--- config.mk ---
export PLATFORM = sky130hd
export DESIGN_NAME = rational_arithmetic_unit
export DESIGN_NICKNAME = d
export VERILOG_FILES = /design/src/rau_pkg.sv /design/src/rational_arithmetic_unit.sv /design/src/rau_datapath.sv /design/src/rau_ctrl.sv
export SDC_FILE = /design/constraint.sdc
export NUM_CORES = 2
export LEC_CHECK = 0
export ABC_CLOCK_PERIOD_IN_PS = 35800
export BUFFER_PORTS_ARGS = -buffer_cell sky130_fd_sc_hd__buf_2
export CAP_MARGIN = 10
export CORE_MARGIN = 3
export CORE_UTILIZATION = 30
export DETAILED_ROUTE_END_ITERATION = 6
export PLACE_DENSITY_LB_ADDON = 0.2
export SLEW_MARGIN = 20
export SYNTH_ARGS = -nofsm -noshare
export SYNTH_HDL_FRONTEND = slang
export SYNTH_HIERARCHICAL = 1
export SYNTH_SLANG_ARGS = --single-unit
export TNS_END_PERCENT = 1
--- constraint.sdc ---
create_clock -name clk -period 35.8 [get_ports clk]
set_input_delay 3.58 -clock clk [delete_from_list [all_inputs] [get_ports clk]]
set_output_delay 3.58 -clock clk [all_outputs]
set_load 0.02 [all_outputs]
--- src/rau_pkg.sv ---
package rau_pkg;

  typedef enum logic [2:0] {
    OP_ADD = 3'd0,
    OP_SUB = 3'd1,
    OP_MUL = 3'd2,
    OP_DIV = 3'd3,
    OP_CMP = 3'd4
  } op_t;

  typedef enum logic [1:0] {
    ORD_LESS    = 2'd0,
    ORD_EQUAL   = 2'd1,
    ORD_GREATER = 2'd2
  } order_t;

  localparam int unsigned NUM_BITS = 33;
  localparam int unsigned DEN_BITS = 32;
  localparam int unsigned RAW_BITS = 64;

  typedef enum logic [2:0] {
    ST_IDLE,
    ST_MUL,
    ST_SUM,
    ST_CHECK,
    ST_GCD,
    ST_DIVN,
    ST_DIVD,
    ST_OUT
  } state_t;

  // controller to datapath
  typedef struct packed {
    logic load;
    logic do_mul;
    logic do_sum;
    logic gcd_start;
    logic gcd_step;
    logic div_start;
    logic div_step;
    logic div_sel_den;
    logic finish;
  } dp_cmd_t;

  // datapath to controller
  typedef struct packed {
    logic skip_reduce;
    logic gcd_done;
    logic div_done;
  } dp_stat_t;

endpackage

--- src/rational_arithmetic_unit.sv ---
// Rational arithmetic unit: takes two signed fractions and an operation, forms
// the cross products, then reduces by the GCD of the magnitudes. One item is
// in flight at a time. Compare, unused codes and a zero numerator or
// denominator skip the reduction: the check state writes the result word.
// Reduced results go through the binary GCD loop and then two 64-step restoring
// divisions on the shared divider. A result waits in the output register until
// taken; the next input word is accepted the cycle after that.
module rational_arithmetic_unit
  import rau_pkg::*;
#(
  parameter int unsigned OPERAND_BITS = 16
) (
  input  logic                      clk,
  input  logic                      rst_n,
  input  logic                      in_tvalid,
  output logic                      in_tready,
  // kind[2:0], a_num, a_den, b_num, b_den from bit 3 up, zero fill to bytes
  input  logic [((3+4*OPERAND_BITS+7)/8)*8-1:0] in_tdata,
  output logic                      out_tvalid,
  input  logic                      out_tready,
  // res_num[32:0], res_den[64:33], res_valid[65], order[67:66], zeros up to 71
  output logic [71:0]               out_tdata
);

  localparam int unsigned OB = OPERAND_BITS;

  dp_cmd_t  cmd;
  dp_stat_t stat;
  logic [NUM_BITS-1:0] res_num;
  logic [DEN_BITS-1:0] res_den;
  logic res_valid;
  logic [1:0] order;

  rau_ctrl u_ctrl (
    .clk, .rst_n,
    .in_fire  (in_tvalid && in_tready),
    .out_fire (out_tvalid && out_tready),
    .stat, .cmd,
    .in_ready (in_tready),
    .out_valid(out_tvalid)
  );

  rau_datapath #(.OPERAND_BITS(OB)) u_dp (
    .clk, .rst_n, .cmd, .stat,
    .kind  (in_tdata[2:0]),
    .a_num (in_tdata[3+OB-1:3]),
    .a_den (in_tdata[3+2*OB-1:3+OB]),
    .b_num (in_tdata[3+3*OB-1:3+2*OB]),
    .b_den (in_tdata[3+4*OB-1:3+3*OB]),
    .res_num, .res_den, .res_valid, .order
  );

  assign out_tdata = {4'b0, order, res_valid, res_den, res_num};

endmodule

--- src/rau_datapath.sv ---
module rau_datapath
  import rau_pkg::*;
#(
  parameter int unsigned OPERAND_BITS = 16
) (
  input  logic                       clk,
  input  logic                       rst_n,
  input  dp_cmd_t                    cmd,
  output dp_stat_t                   stat,
  input  logic [2:0]                 kind,
  input  logic [OPERAND_BITS-1:0]    a_num,
  input  logic [OPERAND_BITS-1:0]    a_den,
  input  logic [OPERAND_BITS-1:0]    b_num,
  input  logic [OPERAND_BITS-1:0]    b_den,
  output logic [NUM_BITS-1:0]        res_num,
  output logic [DEN_BITS-1:0]        res_den,
  output logic                       res_valid,
  output logic [1:0]                 order
);

  localparam int unsigned CW = 7;

  logic [2:0]                    kind_r;
  logic signed [OPERAND_BITS:0]  an_r, ad_r, bn_r, bd_r;
  logic signed [RAW_BITS-1:0]    p_r, q_r, d_r, n_r;
  logic [RAW_BITS-1:0]           x_r, y_r, g_r;
  logic [CW-1:0]                 k_r;
  logic [RAW_BITS-1:0]           rem_r, dvd_r;
  logic [CW-1:0]                 cnt_r;
  logic                          gcd_busy_r;
  logic [NUM_BITS-1:0]           res_num_r;
  logic [DEN_BITS-1:0]           res_den_r;
  logic                          res_valid_r;
  logic [1:0]                    order_r;
  logic [NUM_BITS-1:0]           qn_r;

  logic signed [OPERAND_BITS:0]  san, sad, sbn, sbd;
  logic signed [OPERAND_BITS:0]  m0a, m0b, m1a, m1b, m2a, m2b;
  logic [RAW_BITS-1:0]           nm, dm, rem_sh, rem_sub;
  logic                          rem_ge;

  always_comb begin
    san = $signed({a_num[OPERAND_BITS-1], a_num});
    sad = $signed({a_den[OPERAND_BITS-1], a_den});
    sbn = $signed({b_num[OPERAND_BITS-1], b_num});
    sbd = $signed({b_den[OPERAND_BITS-1], b_den});
    if (kind == OP_CMP) begin
      if (sad < 0) begin san = -san; sad = -sad; end
      if (sbd < 0) begin sbn = -sbn; sbd = -sbd; end
    end
  end

  // three cross products chosen by the operation
  always_comb begin
    m0a = an_r; m0b = bd_r;
    m1a = bn_r; m1b = ad_r;
    m2a = ad_r; m2b = bd_r;
    case (kind_r)
      OP_MUL: begin m0b = bn_r; end
      OP_DIV: begin m2b = bn_r; end
      default: ;
    endcase
  end

  assign nm = n_r[RAW_BITS-1] ? (~n_r + 1'b1) : n_r;
  assign dm = d_r[RAW_BITS-1] ? (~d_r + 1'b1) : d_r;

  assign rem_sh  = {rem_r[RAW_BITS-2:0], dvd_r[RAW_BITS-1]};
  assign rem_ge  = rem_sh >= g_r;
  assign rem_sub = rem_sh - g_r;

  assign stat.skip_reduce = (kind_r > OP_DIV) || (d_r == '0) || (n_r == '0);
  assign stat.gcd_done    = !gcd_busy_r;
  assign stat.div_done    = (cnt_r == '0);

  always_ff @(posedge clk) begin
    if (!rst_n) begin
      gcd_busy_r  <= 1'b0;
      cnt_r       <= '0;
    end else begin
      if (cmd.load) begin
        kind_r <= kind;
        an_r <= san; ad_r <= sad; bn_r <= sbn; bd_r <= sbd;
      end
      if (cmd.do_mul) begin
        p_r <= RAW_BITS'(m0a * m0b);
        q_r <= RAW_BITS'(m1a * m1b);
        d_r <= RAW_BITS'(m2a * m2b);
      end
      if (cmd.do_sum) begin
        case (kind_r)
          OP_ADD:  n_r <= p_r + q_r;
          OP_SUB:  n_r <= p_r - q_r;
          default: n_r <= p_r;
        endcase
      end
      // binary GCD: strip common twos into k_r, then halve and subtract
      if (cmd.gcd_start) begin
        gcd_busy_r <= 1'b1;
        x_r <= nm;
        y_r <= dm;
        k_r <= '0;
      end else if (cmd.gcd_step && gcd_busy_r) begin
        if (x_r == y_r) begin
          gcd_busy_r <= 1'b0;
          g_r <= x_r << k_r;
        end else if (!x_r[0] && !y_r[0]) begin
          x_r <= x_r >> 1;
          y_r <= y_r >> 1;
          k_r <= k_r + 1'b1;
        end else if (!x_r[0]) begin
          x_r <= x_r >> 1;
        end else if (!y_r[0]) begin
          y_r <= y_r >> 1;
        end else if (x_r > y_r) begin
          x_r <= (x_r - y_r) >> 1;
        end else begin
          y_r <= (y_r - x_r) >> 1;
        end
      end
      // restoring divider by g_r, numerator first, then denominator
      if (cmd.div_start) begin
        dvd_r <= nm;
        rem_r <= '0;
        cnt_r <= CW'(RAW_BITS);
      end else if (cmd.div_sel_den) begin
        qn_r  <= n_r[RAW_BITS-1] ? NUM_BITS'(~dvd_r + 1'b1) : dvd_r[NUM_BITS-1:0];
        dvd_r <= dm;
        rem_r <= '0;
        cnt_r <= CW'(RAW_BITS);
      end else if (cmd.div_step && cnt_r != '0) begin
        dvd_r <= {dvd_r[RAW_BITS-2:0], rem_ge};
        rem_r <= rem_ge ? rem_sub : rem_sh;
        cnt_r <= cnt_r - 1'b1;
      end
      if (cmd.finish) begin
        if (kind_r == OP_CMP) begin
          res_num_r   <= '0;
          res_den_r   <= '0;
          res_valid_r <= (ad_r != 0) && (bd_r != 0);
          order_r     <= ($signed(p_r) < $signed(q_r)) ? ORD_LESS :
                         (p_r == q_r) ? ORD_EQUAL : ORD_GREATER;
        end else if (kind_r > OP_DIV) begin
          res_num_r   <= '0;
          res_den_r   <= '0;
          res_valid_r <= 1'b0;
          order_r     <= ORD_LESS;
        end else if (d_r == '0) begin
          res_num_r   <= n_r[NUM_BITS-1:0];
          res_den_r   <= '0;
          res_valid_r <= 1'b0;
          order_r     <= ORD_LESS;
        end else if (n_r == '0) begin
          res_num_r   <= '0;
          res_den_r   <= d_r[RAW_BITS-1] ? '1 : DEN_BITS'(1);
          res_valid_r <= 1'b1;
          order_r     <= ORD_LESS;
        end else begin
          res_num_r   <= qn_r;
          res_den_r   <= d_r[RAW_BITS-1] ? DEN_BITS'(~dvd_r + 1'b1)
                                         : dvd_r[DEN_BITS-1:0];
          res_valid_r <= 1'b1;
          order_r     <= ORD_LESS;
        end
      end
    end
  end

  assign res_num   = res_num_r;
  assign res_den   = res_den_r;
  assign res_valid = res_valid_r;
  assign order     = order_r;

endmodule

--- src/rau_ctrl.sv ---
module rau_ctrl
  import rau_pkg::*;
(
  input  logic     clk,
  input  logic     rst_n,
  input  logic     in_fire,
  input  logic     out_fire,
  input  dp_stat_t stat,
  output dp_cmd_t  cmd,
  output logic     in_ready,
  output logic     out_valid
);

  state_t state_r, state_nxt;

  always_ff @(posedge clk) begin
    if (!rst_n) state_r <= ST_IDLE;
    else        state_r <= state_nxt;
  end

  always_comb begin
    state_nxt = state_r;
    cmd       = '0;
    in_ready  = (state_r == ST_IDLE);
    out_valid = (state_r == ST_OUT);
    unique case (state_r)
      ST_IDLE: begin
        cmd.load = in_fire;
        if (in_fire) state_nxt = ST_MUL;
      end
      ST_MUL: begin
        cmd.do_mul = 1'b1;
        state_nxt  = ST_SUM;
      end
      ST_SUM: begin
        cmd.do_sum = 1'b1;
        state_nxt  = ST_CHECK;
      end
      ST_CHECK: begin
        if (stat.skip_reduce) begin
          cmd.finish = 1'b1;
          state_nxt  = ST_OUT;
        end else begin
          cmd.gcd_start = 1'b1;
          state_nxt     = ST_GCD;
        end
      end
      ST_GCD: begin
        cmd.gcd_step  = !stat.gcd_done;
        cmd.div_start = stat.gcd_done;
        if (stat.gcd_done) state_nxt = ST_DIVN;
      end
      ST_DIVN: begin
        // numerator quotient ready: latch it and start on the denominator
        cmd.div_step    = !stat.div_done;
        cmd.div_sel_den = stat.div_done;
        if (stat.div_done) state_nxt = ST_DIVD;
      end
      ST_DIVD: begin
        cmd.div_step = !stat.div_done;
        cmd.finish   = stat.div_done;
        if (stat.div_done) state_nxt = ST_OUT;
      end
      ST_OUT: begin
        if (out_fire) state_nxt = ST_IDLE;
      end
      default: state_nxt = ST_IDLE;
    endcase
  end

  a_one_side: assert property (@(posedge clk) disable iff (!rst_n)
    !(in_ready && out_valid)) else $error("ready while result pending");
  a_load_idle: assert property (@(posedge clk) disable iff (!rst_n)
    cmd.load |-> state_r == ST_IDLE) else $error("load outside idle");
  a_out_next: assert property (@(posedge clk) disable iff (!rst_n)
    out_fire |=> in_ready) else $error("no return to idle");

endmodule
## Word-level counts from Yosys, hierarchy flattened

Cells that the tools add are included.

| storage, ports and cells | value |
|---|---|
| flip-flop bits (word level) | 765 |
| bits in latches | 0 |
| RAM bits | 0 |
| memory bits (read-only) | 0 |
| input bits | 76 |
| output and inout port bits | 74 |
| word-level logic and storage cells | 193 |
| memories | 0 |

| operators by class | value |
|---|---|
| add/subtract/negate cells | 14 |
| multipliers | 3 |
| divide/modulo/power cells | 0 |
| order comparisons | 6 |
| eq/ne operators | 23 |
| shift-type cells | 1 |
| muxes and demuxes | 68 |
| bitwise gates (word level) | 7 |
| reductions and logical operators | 45 |

Operators with widths:

| cell | number |
|---|---|
| $mux 64 | 19 |
| $sub 64x64->64 | 3 |
| $mux 17 | 10 |
| $add 64x1->64 const B | 2 |
| $eq 64x64->1 | 2 |
| $logic_not 64->1 | 2 |
| $not 64->64 | 2 |
| $pmux 64 s2 | 1 |
| $mux 63 | 2 |
| $mul 17x17->34 | 3 |
| $mux 33 | 3 |
| $mux 32 | 3 |
| $neg 16->17 | 4 |
| $add 64x64->64 | 1 |
| $ge 64x64->1 | 1 |
| $gt 64x64->1 | 1 |
| $lt 64x64->1 | 1 |
| $reduce_bool 32->1 | 2 |
| $shl 64x7->64 | 1 |
| $sub 63x63->63 | 1 |
| $mux 7 | 6 |
| $add 33x1->33 const B | 1 |
| $not 33->33 | 1 |
| $lt 16x1->1 const B | 2 |
| 29 further kinds | 93 |

## Longest topological paths before layout

| depth | value |
|---|---|
| word-level depth | 8 |
| mapped depth | 29 |
| gate-level depth less buffers | 26 |

## Hierarchy

The synthesis kept the hierarchy.

By module, submodules not included:

| module | instances | cells an instance | area an instance (sq um) | seq. area each (sq um) |
|---|---|---|---|---|
| rau_datapath | 1 | 8946 | 82036.2 | 20099.3 |
| rau_ctrl | 1 | 40 | 289.0 | 60.1 |
| rational_arithmetic_unit | 1 | 8 | 53.8 | 0.0 |

## Least setup slack after synthesis

Ideal clock, no wire load.

| timing | value |
|---|---|
| path type | input to register |
| start point | input rst_n |
| end point | register u_dp.dvd_r[0] (enable) |
| setup time | 0.808 ns |
| arrival | 13.003 ns |
| data required time | 34.992 ns |
| setup slack | 21.989 ns |
| stages on the path | 2 |
| buffers on the path | 1 |
| path through | clkbuf_1 a21boi_0 |

| between the ends | value |
|---|---|
| word-level cells in the longest chain between the ends | 1 |

RTL lines:

| what | RTL line | text |
|---|---|---|
| start: declaration | rational_arithmetic_unit.sv:14 | `input logic rst_n,` |
| $reduce_and 2->1 (no source line) | - |  |
| end signal: assignment | rau_datapath.sv:123 | `dvd_r <= nm;` |
| end signal: assignment | rau_datapath.sv:128 | `dvd_r <= dm;` |
| end signal: assignment | rau_datapath.sv:132 | `dvd_r <= {dvd_r[RAW_BITS-2:0], rem_ge};` |
| end: declaration | rau_datapath.sv:28 | `logic [RAW_BITS-1:0] rem_r, dvd_r;` |

No other way between the ends.
A chain may end at the register's enable or synchronous reset.

## Final worst setup path

| timing | value |
|---|---|
| start point | register u_dp.kind_r[0] |
| end point | register u_dp.d_r[31], data pin |

| between the ends | value |
|---|---|
| word-level cells in the longest chain between the ends | 3 |

RTL lines:

| what | RTL line | text |
|---|---|---|
| start: declaration | rau_datapath.sv:23 | `logic [2:0] kind_r;` |
| start signal: assignment | rau_datapath.sv:82 | `kind_r <= kind;` |
| $eq 3x2->1 | rau_datapath.sv:58 | `case (kind_r)` |
| $mux 17 | rau_datapath.sv:58 |  |
| $mul 17x17->34 | rau_datapath.sv:88 | `d_r <= RAW_BITS'(m2a * m2b);` |
| end signal: assignment | rau_datapath.sv:88 |  |
| end: declaration | rau_datapath.sv:25 | `logic signed [RAW_BITS-1:0] p_r, q_r, d_r, n_r;` |

No other way between the ends.

==> impl_results.md <==
- Worst-case clock buffer depth: 3
- Synth cell types: 92
- TritonCTS clock tree: yes
- Min-Delay Startpoint: u_dp/cnt_r[1]
- Multi-input gate area: 55700 sq um
- Highest routed layer: met4
- Initial antenna violation count: 10
- Drt drc: 0
- Final Hold Viols: 0
- Clk pin slew, worst setup/hold paths: 60 ps
- Vias: 64300
- Initial core utilization: 30.3%
- Worst Path Buf+Inv: 4
- WS Path Type: reg -> reg
- IO Count: 150
- Wl on met1: 117 mm
- CP Capture Type: flip-flop
- Synth top area share: 24.2%
- Maximum fanout along the worst path: 56
- Detailed Route WL: 267 mm
- FF/Latch Area: 20200 sq um
- Seq/Total Area, Yosys: 24.5%
- CP startpoint kind: flip-flop
- Peak Freq: 116 MHz
- RSZ-0062 raised after global routing: no
- Leading area contributor after synthesis: edfxtp_1
- Post-CTS Resized: 0
- Area delta synth->final: 8.71%
- Vert. Die Dim: 530 um
- Post-Syn Instances: 8994
- CP top delay family: adder cells
- Post-synth ARST share: 0%
- Number of synthesized flops with an enable pin: 664
- Final #Nets: 10300
- Post-Syn Area per Cell: 9.16 sq um
- Wirelength per Cell: 21.4 um
- Required time of the critical path: 36260 ps
- First-pass GRT wire length: 408 mm
- Row count: 191
- Ys Warns: 6
- Final Cycle Share: 24.1%
- Post-Syn Area: 82400 sq um
- Final setup fails: 0
- Layout cell share with drive strength beyond 1: 6.12%
- Final worst slack: 27160 ps
- GRT Util Overall: 18.7%
- Most used cell along the critical path: fa_1
- GRT overflow: 0
- Fin. max-slew vios: 0
- Most used DFF post-synth: edfxtp_1
- Worst Tran Pin Value: 1060 ps
- Initial DRT Pass Iterations: 5
- Seq cells post-synth: 675
- Die area: 281000 sq um
- First DRT Iteration DRCs: 4481
- Die W: 530 um
- Max-slew headroom: 28.4%
- Met2 Wirelength: 129 mm
- Worst R2R Start: u_dp/kind_r[0]
- Setup_tns: 0 ps
- Placer Congestion: 0.917
- Fill count: 28200
- Total CTS buffers: 82
- Port Buffers: 140
- Clock sinks: 675
- Final worst path period need: 8640 ps
- Hold buffers post-CTS: 0
- CP max stage delay: 850 ps
- Sequence of cells on the critical path: buf_4 > nand3b_1 > mux2_2 > nand2_1 > fa_1 > fa_1 > fa_1 > fa_1 > inv_1 > fa_1 > inv_1 > fa_1 > inv_1 > ha_1 > a21oi_1 > o21ai_0 > a21oi_1 > a31oi_1 > a221oi_1 > o211ai_1 > a31oi_1 > o21bai_1 > a21oi_1 > xnor2_1
- Post-CTS Setup Inserts: 0
- HPWL Detailed: 208 mm
- Critical Path Start: u_dp/kind_r[0]
- Post-Route Skew: 57.4 ps
- Clock Latency Late Sink: 730 ps
- Via density: 5.16
- # Max-Cap Violations: 0
- Largest net degree at the start of global routing: 85
- Metal3 WL: 10.9 mm
- Slowest-stage cell, CP: nand3b_1
- Status: completed
- Area of the core: 272000 sq um
- Antenna viol nets, final: 0
- H-tree depth: 3
- Vias in the first global route: 66000
- Worst hold path class: reg -> reg
- Critical Path AT: 9100 ps
- Pre-CTS setup slack: 27140 ps
- Synth area leaders: edfxtp_1 24%, fa_1 22%, ha_1 8.0%
- WHS: 515 ps
- Root buf cell: clkbuf_16
[cell families (layout without fill, tap and decap cells)]
kind of cell | after synthesis | count (layout) | synth area share, %
other cells | 2 | 7 | 0.00912
xor+xnor | 500 | 500 | 5.32
flops | 675 | 675 | 24.5
mux | 171 | 171 | 2.80
fa+ha+maj | 1419 | 1419 | 29.7
buf+inv | 1765 | 1664 | 8.13
compound gates | 1869 | 1869 | 14.4
simple gates | 2593 | 2593 | 15.2
[state kept, by name (all words and copies together), names as in the netlist]
signal	count
u_dp/ad_r	17
u_dp/y_r	64
u_dp/cnt_r	7
u_dp/res_num	33
u_dp/bn_r	17
u_dp/res_valid	1
u_dp/g_r	64
u_dp/bd_r	17
u_dp/n_r	64
u_dp/an_r	17
u_dp/q_r	34
u_dp/dvd_r	64
u_dp/kind_r	3
u_dp/qn_r	33
u_dp/k_r	7
u_dp/d_r	34
u_dp/x_r	64
u_dp/rem_r	63
u_ctrl/state_r	3
u_dp/res_den	32
u_dp/gcd_busy_r	1
u_dp/order	2
u_dp/p_r	34
[worst paths after layout]
kind,depth (start not counted),endpoint,slack (ps)
min reg2reg,2,u_dp/cnt_r[1],510
max,24,u_dp/d_r[31],27160
min,2,u_dp/cnt_r[1],510
max reg2reg,24,u_dp/d_r[31],27160
[synth_stat cells (11+ instances only)]
| cell type | number |
|---|---|
| a211oi_1 | 69 |
| a21boi_0 | 23 |
| a21o_1 | 162 |
| a21oi_1 | 550 |
| a221oi_1 | 65 |
| a22o_1 | 85 |
| a22oi_1 | 21 |
| a311oi_1 | 11 |
| a31oi_1 | 51 |
| and2_1 | 290 |
| and3_1 | 49 |
| buf_1 | 33 |
| clkbuf_1 | 446 |
| dfxtp_1 | 11 |
| edfxtp_1 | 664 |
| fa_1 | 893 |
| ha_1 | 526 |
| inv_1 | 1260 |
| mux2_2 | 26 |
| mux2i_1 | 100 |
| mux4_2 | 45 |
| nand2_1 | 849 |
| nand2b_1 | 92 |
| nand3_1 | 80 |
| nand4_1 | 68 |
| nor2_1 | 594 |
| nor2b_1 | 242 |
| nor3_1 | 124 |
| nor4_1 | 51 |
| o211ai_1 | 52 |
| o21a_1 | 45 |
| o21ai_0 | 456 |
| o21bai_1 | 74 |
| o221ai_1 | 12 |
| o31a_1 | 12 |
| o31ai_1 | 62 |
| o41ai_1 | 19 |
| or2_2 | 32 |
| or3_1 | 49 |
| or4_1 | 23 |
| xnor2_1 | 329 |
| xor2_1 | 171 |
[worst reg2reg max path, delay by kind of cell, from the launching register on]
family,cells,cell delay [ps]
xor gates and xnor gates,1,90
DFF,1,320
buffers and inverters,4,660
AOI/OAI and AO/OA,9,2130
adders and majority gates,7,3390
muxes,1,780
and+or+nand+nor,2,1030
[cell type report]
type | instances | share of cell area [%]
Multi-Input combinational cell | 6557 | 62.2
Clock buffer | 91 | 2.35
Tap cell | 3570 | 4.99
Sequential cell | 675 | 22.5
Timing Repair Buffer | 247 | 1.69
Antenna cell | 2 | 0.00559
Clock inverter | 61 | 0.924
Inverter | 1265 | 5.30
[layout by cell type (no fill, tap or decap), types with 49 or more instances in the layout]
cell,instances
a211oi_1,69
a21o_1,162
a21oi_1,548
a221oi_1,64
a22o_1,85
a31oi_1,49
and2_1,286
and3_1,49
buf_2,140
buf_4,105
clkbuf_16,83
edfxtp_1,664
fa_1,893
ha_1,526
inv_1,1260
mux2i_1,93
nand2_1,849
nand2b_1,90
nand3_1,80
nand4_1,68
nor2_1,589
nor2b_1,241
nor3_1,122
nor4_1,49
o211ai_1,52
o21ai_0,456
o21bai_1,74
o31ai_1,61
or3_1,49
xnor2_1,329
xor2_1,171
[metrics by stage]
stage / std cells / area [sq um] / utilization [%]
floorplan: 8997 / 82400 / -
global placement: 12300 / 86600 / 31.8
detailed placement: 12300 / 86600 / 31.8
CTS: 12500 / 89500 / 32.9
global route: 12500 / 89500 / 32.9
finish: 12500 / 89600 / 32.9
[metal layers]
layer / track usage, % / vias to the layer above
met5: 0 / -
met4: 6.21 / 0
li1: - / 29800
met3: 1.75 / 363
met2: 32.0 / 1615
met1: 24.7 / 32500
Power is not shown: default switching activity piles up to over one toggle a cycle in this logic, so the estimate is an artifact.
